**config.mk**
```make
export PLATFORM = sky130hd
export DESIGN_NAME = white_lane_pixel_classifier
export DESIGN_NICKNAME = d
export VERILOG_FILES = /design/src/wlpc_pkg.sv /design/src/wlpc_cfg_regs.sv /design/src/wlpc_raster_cnt.sv /design/src/wlpc_white_test.sv /design/src/white_lane_pixel_classifier.sv
export SDC_FILE = /design/constraint.sdc
export NUM_CORES = 1
export LEC_CHECK = 0
export BUFFER_PORTS_ARGS = -buffer_cell sky130_fd_sc_hd__buf_4
export CAP_MARGIN = 10
export CORE_UTILIZATION = 60
export CTS_BUF_LIST = sky130_fd_sc_hd__clkbuf_8
export DETAILED_ROUTE_END_ITERATION = 7
export GPL_TIMING_DRIVEN = 0
export PLACE_DENSITY = 0.8
export SETUP_SLACK_MARGIN = 0.3
export SLEW_MARGIN = 20
export SYNTH_ARGS = -nofsm -noshare
export SYNTH_HDL_FRONTEND = slang
export SYNTH_SLANG_ARGS = --single-unit
export TNS_END_PERCENT = 20
```
**constraint.sdc**
```tcl
create_clock -name clk -period 14 [get_ports clk]
set_input_delay 0.7 -clock clk [delete_from_list [all_inputs] [get_ports clk]]
set_output_delay 0.7 -clock clk [all_outputs]
set_load 0.02 [all_outputs]
```
**src/wlpc_pkg.sv**
```systemverilog
// Shared types, register indexes and constants of the white lane pixel classifier.
// Depends on nothing; every other file of the block imports it.
package wlpc_pkg;

    localparam int COUNT_BITS = 21;

    localparam logic [1:0] REG_SENS_MODE    = 2'd0;
    localparam logic [1:0] REG_FRAME_WIDTH  = 2'd1;
    localparam logic [1:0] REG_FRAME_HEIGHT = 2'd2;

    localparam logic [1:0] SENS_MODE_130   = 2'd0;
    localparam logic [1:0] SENS_MODE_115   = 2'd1;
    localparam logic [1:0] SENS_MODE_70    = 2'd2;
    // spare code, behaves as SENS_MODE_70
    localparam logic [1:0] SENS_MODE_SPARE = 2'd3;

    // white needs V above 255 - sensitivity
    localparam logic [7:0] V_FLOOR_130 = 8'd125;
    localparam logic [7:0] V_FLOOR_115 = 8'd140;
    localparam logic [7:0] V_FLOOR_70  = 8'd185;

    // S < 70 with S = round(255*d/V) is 510*d < 139*V
    localparam logic [9:0] SAT_D_GAIN = 10'd510;
    localparam logic [7:0] SAT_V_GAIN = 8'd139;

    typedef struct packed {
        logic [7:0] blue;
        logic [7:0] green;
        logic [7:0] red;
    } pixel_t;

    typedef struct packed {
        logic band_white;
        logic raw_white;
        logic frame_end;
        logic out_of_lane;
    } result_t;

    typedef struct packed {
        logic in_band;
        logic in_win;
        logic frame_end;
    } pos_flags_t;

    // floor(x/5) for every 16-bit x
    function automatic logic [15:0] div_by_5(input logic [15:0] x);
        logic [32:0] p;
        p = 33'(x) * 33'd52429;
        return 16'(p >> 18);
    endfunction

    // floor(x/3) for every 16-bit x
    function automatic logic [15:0] div_by_3(input logic [15:0] x);
        logic [32:0] p;
        p = 33'(x) * 33'd43691;
        return 16'(p >> 17);
    endfunction

endpackage

```
**src/wlpc_cfg_regs.sv**
```systemverilog
// Configuration registers plus the row and column bounds and window area derived from them.
// Depends on wlpc_pkg.
module wlpc_cfg_regs
    import wlpc_pkg::*;
#(
    parameter int DIM_BITS = 12
) (
    input  logic                  clk,
    input  logic                  rst_n,
    input  logic                  cfg_write,
    input  logic [1:0]            cfg_index,
    input  logic [DIM_BITS-1:0]   cfg_data,
    output logic [1:0]            sens_mode,
    output logic [DIM_BITS-1:0]   frame_width,
    output logic [DIM_BITS-1:0]   frame_height,
    output logic [DIM_BITS-1:0]   band_row0,
    output logic [DIM_BITS-1:0]   win_row0,
    output logic [DIM_BITS-1:0]   win_row1,
    output logic [DIM_BITS-1:0]   win_col0,
    output logic [DIM_BITS-1:0]   win_col1,
    output logic [2*DIM_BITS-1:0] win_area
);

    localparam logic [DIM_BITS-1:0] WIDTH_RESET  = DIM_BITS'(640);
    localparam logic [DIM_BITS-1:0] HEIGHT_RESET = DIM_BITS'(480);

    logic [1:0]            mode_reg,   mode_next;
    logic [DIM_BITS-1:0]   width_reg,  width_next;
    logic [DIM_BITS-1:0]   height_reg, height_next;
    logic [DIM_BITS-1:0]   band0_reg, r0_reg, r1_reg, c0_reg, c1_reg;
    logic [2*DIM_BITS-1:0] area_reg;
    logic [15:0]           band0_q, r0_q, r1_q, c0_q, c1_q;
    logic [15:0]           band0_rst, r0_rst, r1_rst, c0_rst, c1_rst;
    logic [DIM_BITS-1:0]   row_span, col_span;

    always_comb
    begin
        mode_next   = mode_reg;
        width_next  = width_reg;
        height_next = height_reg;
        if (cfg_write)
        begin
            unique case (cfg_index)
                REG_SENS_MODE:    mode_next   = cfg_data[1:0];
                REG_FRAME_WIDTH:  width_next  = cfg_data;
                REG_FRAME_HEIGHT: height_next = cfg_data;
                default:          mode_next   = mode_reg;
            endcase
        end
    end

    assign band0_q = div_by_5(16'(32'(height_next) * 32'd2));
    assign r0_q    = div_by_5(16'(32'(height_next) * 32'd3));
    assign r1_q    = div_by_5(16'(32'(height_next) * 32'd4));
    assign c0_q    = div_by_3(16'(width_next));
    assign c1_q    = div_by_3(16'(32'(width_next) * 32'd2));

    assign band0_rst = div_by_5(16'(32'(HEIGHT_RESET) * 32'd2));
    assign r0_rst    = div_by_5(16'(32'(HEIGHT_RESET) * 32'd3));
    assign r1_rst    = div_by_5(16'(32'(HEIGHT_RESET) * 32'd4));
    assign c0_rst    = div_by_3(16'(WIDTH_RESET));
    assign c1_rst    = div_by_3(16'(32'(WIDTH_RESET) * 32'd2));

    assign row_span = r1_reg - r0_reg;
    assign col_span = c1_reg - c0_reg;

    always_ff @(posedge clk or negedge rst_n)
    begin
        if (!rst_n)
        begin
            mode_reg   <= SENS_MODE_130;
            width_reg  <= WIDTH_RESET;
            height_reg <= HEIGHT_RESET;
            band0_reg  <= band0_rst[DIM_BITS-1:0];
            r0_reg     <= r0_rst[DIM_BITS-1:0];
            r1_reg     <= r1_rst[DIM_BITS-1:0];
            c0_reg     <= c0_rst[DIM_BITS-1:0];
            c1_reg     <= c1_rst[DIM_BITS-1:0];
            area_reg   <= '0;
        end
        else
        begin
            mode_reg   <= mode_next;
            width_reg  <= width_next;
            height_reg <= height_next;
            band0_reg  <= band0_q[DIM_BITS-1:0];
            r0_reg     <= r0_q[DIM_BITS-1:0];
            r1_reg     <= r1_q[DIM_BITS-1:0];
            c0_reg     <= c0_q[DIM_BITS-1:0];
            c1_reg     <= c1_q[DIM_BITS-1:0];
            area_reg   <= (2*DIM_BITS)'(row_span) * (2*DIM_BITS)'(col_span);
        end
    end

    assign sens_mode    = mode_reg;
    assign frame_width  = width_reg;
    assign frame_height = height_reg;
    assign band_row0    = band0_reg;
    assign win_row0     = r0_reg;
    assign win_row1     = r1_reg;
    assign win_col0     = c0_reg;
    assign win_col1     = c1_reg;
    assign win_area     = area_reg;

endmodule

```
**src/wlpc_raster_cnt.sv**
```systemverilog
// Raster position counters and the band, window and frame-end flags of the current pixel.
// Depends on wlpc_pkg.
module wlpc_raster_cnt
    import wlpc_pkg::*;
#(
    parameter int DIM_BITS = 12
) (
    input  logic                clk,
    input  logic                rst_n,
    input  logic                advance,
    input  logic [DIM_BITS-1:0] frame_width,
    input  logic [DIM_BITS-1:0] frame_height,
    input  logic [DIM_BITS-1:0] band_row0,
    input  logic [DIM_BITS-1:0] win_row0,
    input  logic [DIM_BITS-1:0] win_row1,
    input  logic [DIM_BITS-1:0] win_col0,
    input  logic [DIM_BITS-1:0] win_col1,
    output pos_flags_t          flags
);

    logic [DIM_BITS-1:0] row_reg, row_next;
    logic [DIM_BITS-1:0] col_reg, col_next;
    logic [DIM_BITS:0]   col_plus, row_plus;
    logic                row_end;

    assign col_plus = (DIM_BITS+1)'(col_reg) + 1'b1;
    assign row_plus = (DIM_BITS+1)'(row_reg) + 1'b1;
    assign row_end  = col_plus >= {1'b0, frame_width};

    assign flags.frame_end = row_end && (row_plus >= {1'b0, frame_height});
    assign flags.in_band   = (row_reg >= band_row0) && (row_reg < win_row1);
    assign flags.in_win    = (row_reg >= win_row0) && (row_reg < win_row1)
                           && (col_reg >= win_col0) && (col_reg < win_col1);

    always_comb
    begin
        row_next = row_reg;
        col_next = col_reg;
        if (advance)
        begin
            priority if (flags.frame_end)
            begin
                row_next = '0;
                col_next = '0;
            end
            else if (row_end)
            begin
                row_next = row_plus[DIM_BITS-1:0];
                col_next = '0;
            end
            else
            begin
                col_next = col_plus[DIM_BITS-1:0];
            end
        end
    end

    always_ff @(posedge clk or negedge rst_n)
    begin
        if (!rst_n)
        begin
            row_reg <= '0;
            col_reg <= '0;
        end
        else
        begin
            row_reg <= row_next;
            col_reg <= col_next;
        end
    end

endmodule

```
**src/wlpc_white_test.sv**
```systemverilog
// HSV white test of one BGR pixel: V = max, saturation below 70, V above the mode floor.
// Depends on wlpc_pkg.
module wlpc_white_test
    import wlpc_pkg::*;
(
    input  pixel_t     pixel,
    input  logic [1:0] sens_mode,
    output logic       white
);

    logic [7:0]  v_max, v_min, v_floor;
    logic [16:0] d_term;
    logic [16:0] v_term;

    always_comb
    begin
        v_max = pixel.blue;
        v_min = pixel.blue;
        if (pixel.green > v_max) v_max = pixel.green;
        if (pixel.red > v_max)   v_max = pixel.red;
        if (pixel.green < v_min) v_min = pixel.green;
        if (pixel.red < v_min)   v_min = pixel.red;
    end

    always_comb
    begin
        unique case (sens_mode)
            SENS_MODE_130: v_floor = V_FLOOR_130;
            SENS_MODE_115: v_floor = V_FLOOR_115;
            default:       v_floor = V_FLOOR_70;
        endcase
    end

    assign d_term = 17'(v_max - v_min) * 17'(SAT_D_GAIN);
    assign v_term = 17'(v_max) * 17'(SAT_V_GAIN);
    assign white  = (d_term < v_term) && (v_max > v_floor);

endmodule

```
**src/white_lane_pixel_classifier.sv**
```systemverilog
// Top level of the white lane pixel classifier: input register, white test, window count,
// result register. Depends on wlpc_pkg, wlpc_cfg_regs, wlpc_raster_cnt, wlpc_white_test.
//
//  channel  handshake            word
//  pix      pix_valid/pix_stall  pixel_t  (blue, green, red)
//  res      res_valid/res_stall  result_t (band_white, raw_white, frame_end, out_of_lane)
//  cfg      cfg_write            cfg_index, cfg_data
//
// One word per cycle while res_stall is low; a taken pixel waits in the pixel stage, its
// result word is then registered in the result stage and handed off from there.
// Pixel stage and result stage each hold one word; pix_stall rises only when both are full
// and res_stall is high.
// Reset clears counters, valids and loads the default 640x480 frame, mode 0.
module white_lane_pixel_classifier
    import wlpc_pkg::*;
#(
    parameter int DIM_BITS = 12
) (
    input  logic                clk,
    input  logic                rst_n,
    input  logic                pix_valid,
    output logic                pix_stall,
    input  pixel_t              pix,
    output logic                res_valid,
    input  logic                res_stall,
    output result_t             res,
    input  logic                cfg_write,
    input  logic [1:0]          cfg_index,
    input  logic [DIM_BITS-1:0] cfg_data
);

    localparam int LANE_BITS = COUNT_BITS + 5;
    localparam int CMP_BITS  = (LANE_BITS > 2*DIM_BITS) ? LANE_BITS : 2*DIM_BITS;
    localparam logic [COUNT_BITS-1:0] COUNT_MAX = '1;

    logic [1:0]            sens_mode;
    logic [DIM_BITS-1:0]   frame_width, frame_height;
    logic [DIM_BITS-1:0]   band_row0, win_row0, win_row1, win_col0, win_col1;
    logic [2*DIM_BITS-1:0] win_area;

    pos_flags_t            flags;
    logic                  pix_accept, out_ready, s1_advance, white;

    logic                  s1_valid_reg;
    pixel_t                s1_pix_reg;
    pos_flags_t            s1_flags_reg;
    logic                  res_valid_reg;
    result_t               res_reg, res_next;
    logic [COUNT_BITS-1:0] count_reg, count_next, count_bumped;
    logic [CMP_BITS-1:0]   count_x20;

    wlpc_cfg_regs #(.DIM_BITS(DIM_BITS)) u_cfg (
        .clk          (clk),
        .rst_n        (rst_n),
        .cfg_write    (cfg_write),
        .cfg_index    (cfg_index),
        .cfg_data     (cfg_data),
        .sens_mode    (sens_mode),
        .frame_width  (frame_width),
        .frame_height (frame_height),
        .band_row0    (band_row0),
        .win_row0     (win_row0),
        .win_row1     (win_row1),
        .win_col0     (win_col0),
        .win_col1     (win_col1),
        .win_area     (win_area)
    );

    wlpc_raster_cnt #(.DIM_BITS(DIM_BITS)) u_raster (
        .clk          (clk),
        .rst_n        (rst_n),
        .advance      (pix_accept),
        .frame_width  (frame_width),
        .frame_height (frame_height),
        .band_row0    (band_row0),
        .win_row0     (win_row0),
        .win_row1     (win_row1),
        .win_col0     (win_col0),
        .win_col1     (win_col1),
        .flags        (flags)
    );

    wlpc_white_test u_white (
        .pixel     (s1_pix_reg),
        .sens_mode (sens_mode),
        .white     (white)
    );

    assign out_ready  = !res_valid_reg || !res_stall;
    assign pix_stall  = s1_valid_reg && !out_ready;
    assign pix_accept = pix_valid && !pix_stall;
    assign s1_advance = s1_valid_reg && out_ready;

    always_comb
    begin
        count_bumped = count_reg;
        if (white && s1_flags_reg.in_win && (count_reg != COUNT_MAX))
            count_bumped = count_reg + 1'b1;
        count_x20 = (CMP_BITS'(count_bumped) << 4) + (CMP_BITS'(count_bumped) << 2);

        res_next.band_white  = white && s1_flags_reg.in_band;
        res_next.raw_white   = white;
        res_next.frame_end   = s1_flags_reg.frame_end;
        res_next.out_of_lane = s1_flags_reg.frame_end && (count_x20 > CMP_BITS'(win_area));

        count_next = s1_flags_reg.frame_end ? '0 : count_bumped;
    end

    always_ff @(posedge clk or negedge rst_n)
    begin
        if (!rst_n)
        begin
            s1_valid_reg  <= 1'b0;
            res_valid_reg <= 1'b0;
            count_reg     <= '0;
        end
        else
        begin
            if (!s1_valid_reg || out_ready)
                s1_valid_reg <= pix_accept;
            if (out_ready)
                res_valid_reg <= s1_valid_reg;
            if (s1_advance)
                count_reg <= count_next;
        end
    end

    always_ff @(posedge clk)
    begin
        if (pix_accept)
        begin
            s1_pix_reg   <= pix;
            s1_flags_reg <= flags;
        end
        if (s1_advance)
            res_reg <= res_next;
    end

    assign res_valid = res_valid_reg;
    assign res       = res_reg;

endmodule

```
==> results of run 1 <==
[worst reg2reg max path: cells and delay by family (launching register included)]
kind / cells / cell delay (ns)
simple gates: 17 / 3.58
buf+inv: 11 / 1.08
compound gates: 34 / 5.27
xor+xnor: 4 / 0.71
mux: 1 / 0.29
flops: 1 / 0.49
fa+ha+maj: 11 / 3.40
[area by class of cell]
class	instances	area, sq um	share of cell area, %
multi-input combinational	2254	22900	70.9
buffer	47	279	0.863
clock inverter	15	193	0.596
tap	607	759	2.35
clock buffer	17	234	0.724
inverter	598	2260	6.99
timing repair buffer	176	1410	4.36
sequential	164	4280	13.2
[kinds of logic after synthesis]
logic type | after synthesis | share of synthesized area, %
multiplexers | 54 | 2.05
AND/OR/NAND/NOR | 631 | 11.3
AO/OA/AOI/OAI | 523 | 11.9
buffers and inverters | 646 | 8.60
flip-flops | 164 | 15.0
XOR/XNOR | 187 | 5.84
adder cells (fa/ha/maj) | 859 | 45.2
[repair_timing]
item	in CTS	in global routing
pin swaps	91	101
endpoints found under the setup margin	1	1
resized for setup	102	73
setup buffers	83	43
[cells in the final DEF, fill, tap and decap left out, types with 11 or more instances in the layout]
| master | Yosys | layout |
|---|---|---|
| nor2_1 | 156 | 149 |
| inv_2 | 3 | 16 |
| ha_1 | 578 | 554 |
| fa_1 | 281 | 277 |
| clkbuf_8 | 0 | 18 |
| o21bai_1 | 38 | 38 |
| mux2i_1 | 28 | 22 |
| nor3_1 | 20 | 18 |
| a21oi_2 | 3 | 31 |
| a21oi_4 | 0 | 11 |
| and3_1 | 26 | 25 |
| dfstp_2 | 15 | 15 |
| xor2_1 | 50 | 47 |
| nor2b_1 | 54 | 54 |
| and2_1 | 36 | 35 |
| inv_1 | 595 | 579 |
| o21a_1 | 12 | 12 |
| mux2_2 | 25 | 25 |
| nand4_1 | 24 | 24 |
| ha_4 | 0 | 22 |
| buf_4 | 3 | 166 |
| xnor2_1 | 134 | 121 |
| nand2b_1 | 59 | 59 |
| a21oi_1 | 159 | 120 |
| nand3_1 | 42 | 41 |
| nand2_1 | 154 | 150 |
| edfxtp_1 | 31 | 31 |
| o21ai_0 | 108 | 101 |
| o211ai_1 | 11 | 11 |
| dfrtp_1 | 118 | 118 |
| clkbuf_1 | 37 | 29 |
| a21o_1 | 77 | 76 |
[through the flow]
step           std cells  worst slack, ns
2_1_floorplan       3064           -0.196
3_3_place_gp        3719            -2.54
3_5_place_dp        3721            -2.84
4_1_cts             3835           -0.913
5_1_grt             3878            -1.79
6_report            3878            -1.05
[worst max path at each step]
stage | startpoint | end | slack [ns] | cells past startpoint
after floorplan | s1_pix_reg[17] | res[0] | -0.20 | 83
after global placement | s1_pix_reg[17] | res[0] | -2.54 | 79
after detailed placement | s1_pix_reg[17] | res[0] | -2.84 | 81
after CTS | s1_pix_reg[9] | res[0] | -0.91 | 82
after global routing | s1_pix_reg[21] | res[0] | -1.79 | 78
final | s1_pix_reg[8] | res[0] | -1.05 | 78
[routing by layer]
metal / vias to the layer above / global-route usage [%] / wire, um
li1: 10600 / - / -
met1: 10900 / 35.6 / 28900
met2: 614 / 51.2 / 34500
met3: 170 / 3.78 / 3130
met4: 0 / 10.2 / 2040
met5: - / 0 / 0
==> results.md, run 1 <==
- Final Max Tran Viols: 0
- CTS root buffer: clkbuf_8
- Global-route usage over all layers: 28.8%
- Via Count: 22200
- Avg Inst Size Synth: 9.28 sq um
- Die W: 220 um
- Top-level I/O count: 49
- Failing checks: design-rule violations, negative setup slack
- Most common cell in the netlist: inv_1
- Final setup viols: 1
- Port buffer count: 48
- Initial Util: 61.0%
- FF+latch count, synth: 164
- Worst R2R End: res[0]
- Worst Reg-to-Reg Cells: 78
- Final Worst Setup Slack: -1.05 ns
- Outcome: finished with violations
- Synth cell types: 99
- Most common library cells after synthesis: inv_1, ha_1, fa_1, a21oi_1, nor2_1
- CP Capture Type: flip-flop
- Crit path largest cell delay: 0.57 ns
- Area Overhead vs Synth: 13.6%
- Antenna Cells: 0
- Area of the die: 48300 sq um
- Setup_tns: -1.05 ns
- Synth Warn #: 0
- First-pass GRT wire length: 111000 um
- Clock Latency Late Sink: 0.54 ns
- Vias/cell: 5.73
- Nets: 4160
- Yosys top cell by area: ha_1
- Hold_buf cts: 0
- Post-synth top flop: dfrtp_1
- Number of flops mapped to enable cells by yosys: 31
- Crit share post-route: 107%
- Post-route cell area: 32300 sq um
- Top cells by area, synth: ha_1, fa_1, dfrtp_1, inv_1, xnor2_1
- Mapped Area: 28400 sq um
- Drt total wl: 68600 um
- TritonCTS clock tree: yes
- Starting DRT DRC Count: 1399
- Max_cap viols: 0
- Grt total ovfl: 0
- Register area share after synthesis: 15.0%
- Share of cells above drive strength 1: 14.2%
- Synthesized net count: 3966
- DRC: 4
- Vias in the first global route: 23500
- Hold slack: 0.0304 ns
- Std cell rows: 79
- Largest net degree at the start of global routing: 94
- Ys async rst share: 81.1%
- Worst Path Max Fanout: 7
- Most used cell, CP: a21oi_2
- CP max-delay cell: fa_1
- Slew @ Worst Pin: 0.909 ns
- Clock Skew: 0.0260 ns
- Clk slew on worst S/H paths: 0.11 ns
- Worst path buffer plus inverter count: 11
- Die height: 220 um
- WL/cell: 17.7 um
- Worst path required time: 14.27 ns
- Max clock buf depth: 2
- FILL cells: 3421
- Util after Layout: 69.3%
- Post-synthesis cell count: 3064
- FF-to-FF setup slack: -1.05 ns
- Post-DRT Antenna Nets: 0
- Critical path data arrival time: 15.32 ns
- Placeable Area: 46700 sq um
- Worst slew margin: 39.2%
- Tmin final: 15.05 ns
- Fmax: 0.0665 GHz
- CP startpoint kind: flip-flop
- Final GP Congestion: 0.934
- FF-to-FF Start: s1_pix_reg[8]
- Top cell type's share of synthesized area: 25.4%
- Cts bufs inserted: 17
- Min-Delay Path Class: input port to asynchronous set/reset pin
- CTS H-tree lvls: 4
- Sink Count: 164
- Crit-path leading delay family: compound AO/OA/AOI/OAI gates
- Fin. Hold Viols: 0
- Worst Setup Path Type: flip-flop to flip-flop
- Pre-Repair DR Iteration Count: 7
- RSZ-0062 raised after global routing: yes
- Placed inst area: 30000 sq um
- Hpwl dp: 54500 um
- Antenna violations before repair: 0
Power of run 1 is not shown: default switching activity piles up to over one toggle a cycle in this logic, so the estimate is an artifact.
==> run 2: changes to the inputs <==
SYNTH_HIERARCHICAL = 1   (was default)
==> results.md, run 2 <==
- Vias/cell: 5.70 (-0.43%)
- WL/cell: 16.9 um (-4.6%)
- Top-level I/O count: 49 (unchanged)
- Synth Warn #: 6 (+6)
- Most common cell after layout, fill and taps aside: inv_1
- FF+latch count, synth: 164 (unchanged)
- Worst Reg-to-Reg Cells: 63 (-19%)
- Most common library cells after synthesis: inv_1, ha_1, fa_1, nand2_1, a21oi_1
- Antenna violations before repair: 0 (unchanged)
- Share of cells above drive strength 1: 13.0% (-1.2 points)
- Worst R2R End: res[0]
- Std cell rows: 81 (+2.5%)
- Drt total wl: 70500 um (+2.9%)
- Max clock buf depth: 2 (unchanged)
- Post-synthesis cell count: 3329 (+8.6%)
- Top cells by area, synth: ha_1, fa_1, dfrtp_1, inv_1, xnor2_1
- Multi-input logic area: 23600 sq um (+2.9%)
- Post-synth top flop: dfrtp_1
- Place WS: -2.10 ns (+0.741 ns)
- Synth cell types: 113 (+14%)
- First-pass GRT wire length: 114000 um (+2.3%)
- FF-to-FF Start: s1_pix_reg[15]
- CP startpoint kind: flip-flop
- Yosys top cell by area: ha_1
- Fin. Hold Viols: 0 (unchanged)
- Largest net degree at the start of global routing: 87 (-7.4%)
- Initial Util: 60.9% (about the same)
- Min-Delay Path Class: input port to flip-flop
- Hold Crit Depth: 1
- Max_cap viols: 0 (unchanged)
- Final setup viols: 0 (-1)
- Worst slew margin: 35.1% (-4.1 points)
- Starting DRT DRC Count: 1470 (+5.1%)
- DRC: 0 (-4)
- Antenna Cells: 0 (unchanged)
- Area Overhead vs Synth: 11.8%
- Final GP Congestion: 0.933 (about the same)
- CTS H-tree lvls: 4 (unchanged)
- Mapped Area: 29800 sq um (+4.8%)
- FF-to-FF setup slack: 0.02 ns (+1.06 ns)
- FILL cells: 3687 (+7.8%)
- DP Cell Count: 4044 (+8.7%)
- Worst path required time: 14.33 ns (+0.06 ns)
- Clk slew on worst S/H paths: 0.12 ns (about the same)
- Placeable Area: 49000 sq um (+4.9%)
- Clock Latency Late Sink: 0.58 ns (+0.04 ns)
- Final Max Tran Viols: 0 (unchanged)
- Post-DRT Antenna Nets: 0 (unchanged)
- Vias in the first global route: 23600 (+0.57%)
- Die height: 225 um (+2.4%)
- Die W: 225 um (+2.4%)
- Critical path data arrival time: 14.32 ns (-1.00 ns)
- Area of the die: 50600 sq um (+4.8%)
- Crit path largest cell delay: 0.51 ns (-0.06 ns)
- CP Capture Type: flip-flop
- Port buffer count: 48 (unchanged)
- Worst Hold Path EP: s1_pix_reg[5]
- Outcome: finished clean
- Slew @ Worst Pin: 0.947 ns (+0.0374 ns)
- Number of flops mapped to enable cells by yosys: 31 (unchanged)
- Most common cell in the netlist: inv_1
- Final cell count without fillers: 4183 (+7.9%)
- CP max-delay cell: fa_1
- Grt total ovfl: 0 (unchanged)
- Hpwl dp: 55400 um (+1.7%)
- Clock Skew: 0.0319 ns (+0.00592 ns)
- TritonCTS clock tree: yes
- Top cell type's share of synthesized area: 24.3% (-1.1 points)
- Global-route usage over all layers: 28.1% (-0.68 points)
- Cts bufs inserted: 17 (unchanged)
- Avg Inst Size Synth: 8.95 sq um (-3.5%)
- Fmax: 0.0715 GHz (+7.6%)
- Via Count: 23900 (+7.4%)
- Min-Delay Startpoint: pix[5]
- CTS root buffer: clkbuf_8
- Nets: 4406 (+5.9%)
- Reg area: 4280 sq um (unchanged)
- Register area share after synthesis: 14.3% (-0.69 points)
- Sink Count: 164 (unchanged)
- Commonest cells after routing, fill and taps aside: inv_1, ha_1, fa_1
- Worst Setup Path Type: flip-flop to flip-flop
- RSZ-0062 raised after global routing: yes
- Worst Path Max Fanout: 8 (+1)
- Tmin final: 13.98 ns (-1.06 ns)
- Crit share post-route: 99.9% (-7.6 points)
- Ys async rst share: 81.1% (unchanged)
- Final Worst Setup Slack: 0.0160 ns (+1.06 ns)
- Pre-Repair DR Iteration Count: 5 (-2)
- Most used cell, CP: a21oi_2
-- run 2: logic make-up (layout without fill, tap and decap cells) --
logic type	count (synthesis)	count (layout)	synth area share, %
DFF	164	164	14.3
and+or+nand+nor	733	733	12.5
muxes	34	34	1.23
AOI/OAI and AO/OA	598	598	13.3
xor gates and xnor gates	193	193	5.83
adders and majority gates	858	858	43.0
buffers and inverters	748	937	9.84
other	1	2	0.0126
-- run 2: per-stage QoR --
step	setup TNS, ns	hold WS (ns)	utilization, %	cell area, sq um
after floorplan	0	0.404	-	29900
after global placement	-1.79	0.459	63.5	31100
after detailed placement	-2.10	0.459	63.6	31100
after CTS	0	0.252	67.1	32900
after global routing	-0.556	0.270	68.1	33300
final	0	0.283	68.1	33300
-- run 2: how the worst max path moves through the flow --
stage	from	depth (start not counted)	end	slack, ns
6_report	s1_pix_reg[15]	63	res[0]	0.02
5_1_grt	s1_pix_reg[15]	66	res[0]	-0.56
4_1_cts	s1_pix_reg[17]	69	res[0]	0.28
3_5_place_dp	s1_pix_reg[9]	62	res[0]	-2.10
3_3_place_gp	s1_pix_reg[9]	62	res[0]	-1.79
2_1_floorplan	s1_pix_reg[9]	66	res[0]	0.32
-- run 2: worst max-delay path, delay by kind of cell (launching register included) --
family | cells | cell delay [ns]
DFF | 1 | 0.50
and+or+nand+nor | 13 | 2.55
adders and majority gates | 11 | 3.83
AOI/OAI and AO/OA | 24 | 4.43
muxes | 1 | 0.36
buffers and inverters | 9 | 1.06
xor gates and xnor gates | 5 | 0.95
-- run 2: cell type report --
cell class              count  area share, %
repair buffers            157           3.74
flip-flops and latches    164           12.8
well taps                 664           2.49
clock buffers              18          0.744
multi-input cells        2418           70.7
clock inverters            14          0.436
plain buffers              75           1.44
inverters                 673           7.59
-- run 2: per-layer routing --
metal	track usage [%]	part of all wire, %
met5	0	0
met4	10.9	3.7
met1	36.4	43
met2	48.2	49
met3	3.02	4.8
-- run 2: timing repair --
item                       4_1_cts  5_1_grt
hold endpoints to repair         5        0
pin swaps                       67       46
hold buffers                     1        0
setup buffers                   84       22
setup endpoints to repair        1        1
resized for setup              142       54
Power of run 2 is left out for the same reason.
==> run 3: changes to the inputs <==
==> constraint.sdc (replaced) <==
create_clock -name clk -period 14 [get_ports clk]
set_input_delay 1.4 -clock clk [delete_from_list [all_inputs] [get_ports clk]]
set_output_delay 1.4 -clock clk [all_outputs]
set_load 0.02 [all_outputs]
==> results.md, run 3 (synthesized netlist as in run 2, its figures left out) <==
- Outcome: finished clean
- Crit path largest cell delay: 0.51 ns (about the same)
- Share of cells above drive strength 1: 13.0% (about the same)
- Fin. Hold Viols: 0 (unchanged)
- Min-Delay Path Class: flip-flop to flip-flop
- FILL cells: 3688 (+0.027%)
- RSZ-0062 raised after global routing: yes
- Crit share post-route: 100% (+0.10 points)
- FF-to-FF Start: s1_pix_reg[15]
- Place WS: -2.10 ns (unchanged)
- Worst path required time: 14.33 ns (about the same)
- CP Capture Type: flip-flop
- Reg area: 4280 sq um (unchanged)
- Largest net degree at the start of global routing: 87 (unchanged)
- Util after Layout: 68.0% (about the same)
- Pre-Repair DR Iteration Count: 7 (+2)
- Multi-input logic area: 23600 sq um (unchanged)
- Final Max Tran Viols: 0 (unchanged)
- Placeable Area: 49000 sq um (unchanged)
- Starting DRT DRC Count: 1515 (+3.1%)
- Area of the die: 50600 sq um (unchanged)
- Fmax: 0.0714 GHz (-0.10%)
- Nets: 4405 (-0.023%)
- Hpwl dp: 55400 um (unchanged)
- Max clock buf depth: 2 (unchanged)
- Global-route usage over all layers: 28.1% (unchanged)
- Std cell rows: 81 (unchanged)
- Worst slew margin: 35.1% (+0.054 points)
- Sink Count: 164 (unchanged)
- Worst R2R End: res[0]
- DP Cell Count: 4044 (unchanged)
- Hold_buf cts: 0 (-1)
- First-pass GRT wire length: 114000 um (unchanged)
- Final cell count without fillers: 4182 (-0.024%)
- Final Worst Setup Slack: 0.00136 ns (-0.0146 ns)
- Final GP Congestion: 0.933 (unchanged)
- Critical path data arrival time: 14.33 ns (about the same)
- CTS H-tree lvls: 4 (unchanged)
- Clk slew on worst S/H paths: 0.12 ns (about the same)
- Antenna violations before repair: 0 (unchanged)
- Clock Skew: 0.0310 ns (-0.000897 ns)
- Grt total ovfl: 0 (unchanged)
- Top-level I/O count: 49 (unchanged)
- Worst Setup SP: s1_pix_reg[15]
- Port buffer count: 48 (unchanged)
- CTS root buffer: clkbuf_8
- Vias in the first global route: 23600 (unchanged)
- DRC: 0 (unchanged)
- Drt total wl: 70500 um (about the same)
- Slew @ Worst Pin: 0.946 ns (-0.000788 ns)
- CP max-delay cell: fa_1
- Worst Setup Path Type: flip-flop to flip-flop
- Most common cell after layout, fill and taps aside: inv_1
- Vias/cell: 5.70 (-0.11%)
- Area Overhead vs Synth: 11.7% (about the same)
- FF-to-FF setup slack: 0.001 ns (about the same)
- Most used cell, CP: a21oi_2
- Worst Reg-to-Reg Cells: 63 (unchanged)
- Clock Latency Late Sink: 0.58 ns (about the same)
- Via Count: 23800 (-0.13%)
- Post-DRT Antenna Nets: 0 (unchanged)
- Cts bufs inserted: 17 (unchanged)
- Critical Path End: res[0]
- Die height: 225 um (unchanged)
- Final setup viols: 0 (unchanged)
- Initial Util: 60.9% (unchanged)
- TritonCTS clock tree: yes
- Antenna Cells: 0 (unchanged)
- Die W: 225 um (unchanged)
- WL/cell: 16.9 um (about the same)
- Commonest cells after routing, fill and taps aside: inv_1, ha_1, fa_1
- CP startpoint kind: flip-flop
- Max_cap viols: 0 (unchanged)
- Tmin final: 14.00 ns (+0.0146 ns)
- Worst Path Max Fanout: 8 (unchanged)
run 3: cell count changes in the layout (fill, tap and decap cells not counted), sizes merged:
cell | previous run | this run
dlygate4sd3 | 1 | 0
run 3: how the worst min path moves through the flow:
stage / startpoint / to / cells past startpoint
3_3_place_gp: res_next[1] / res[1] / 0
4_1_cts: res_next[1] / res[1] / 0
2_1_floorplan: res_next[1] / res[1] / 0
5_1_grt: res_next[1] / res[1] / 0
3_5_place_dp: res_next[1] / res[1] / 0
6_report: res_next[1] / res[1] / 0
run 3: per-layer routing:
metal  GRT usage, %  routed length, um
met1           36.4              30200
met2           48.2              34300
met3           3.02               3420
met4           10.9               2590
met5              0                  0
run 3: worst max-delay path, delay by kind of cell, from the launching register on:
family | cells | cell delay, ns
muxes | 1 | 0.36
and+or+nand+nor | 13 | 2.56
xor gates and xnor gates | 5 | 0.95
AOI/OAI and AO/OA | 24 | 4.44
DFF | 1 | 0.50
buffers and inverters | 9 | 1.06
adders and majority gates | 11 | 3.82
run 3: what timing repair did:
action,CTS,global route
resized for setup,142,54
setup buffers,84,22
endpoints found under the setup margin,1,1
pin swaps,67,46
run 3: layout make-up:
type	instances	share of cell area, %
sequential	164	12.8
clock buffer	18	0.744
multi-input combinational	2418	70.7
tap	664	2.49
timing repair buffer	156	3.71
buffer	75	1.44
inverter	673	7.59
clock inverter	14	0.436
run 3: through the flow:
stage	cell area [sq um]	hold WS [ns]	TNS, ns
2_1_floorplan	29900	0.424	0
3_3_place_gp	31100	0.459	-1.79
3_5_place_dp	31100	0.459	-2.10
4_1_cts	32900	0.482	0
5_1_grt	33300	0.495	-0.556
6_report	33300	0.487	0
Power of run 3 is left out for the same reason.
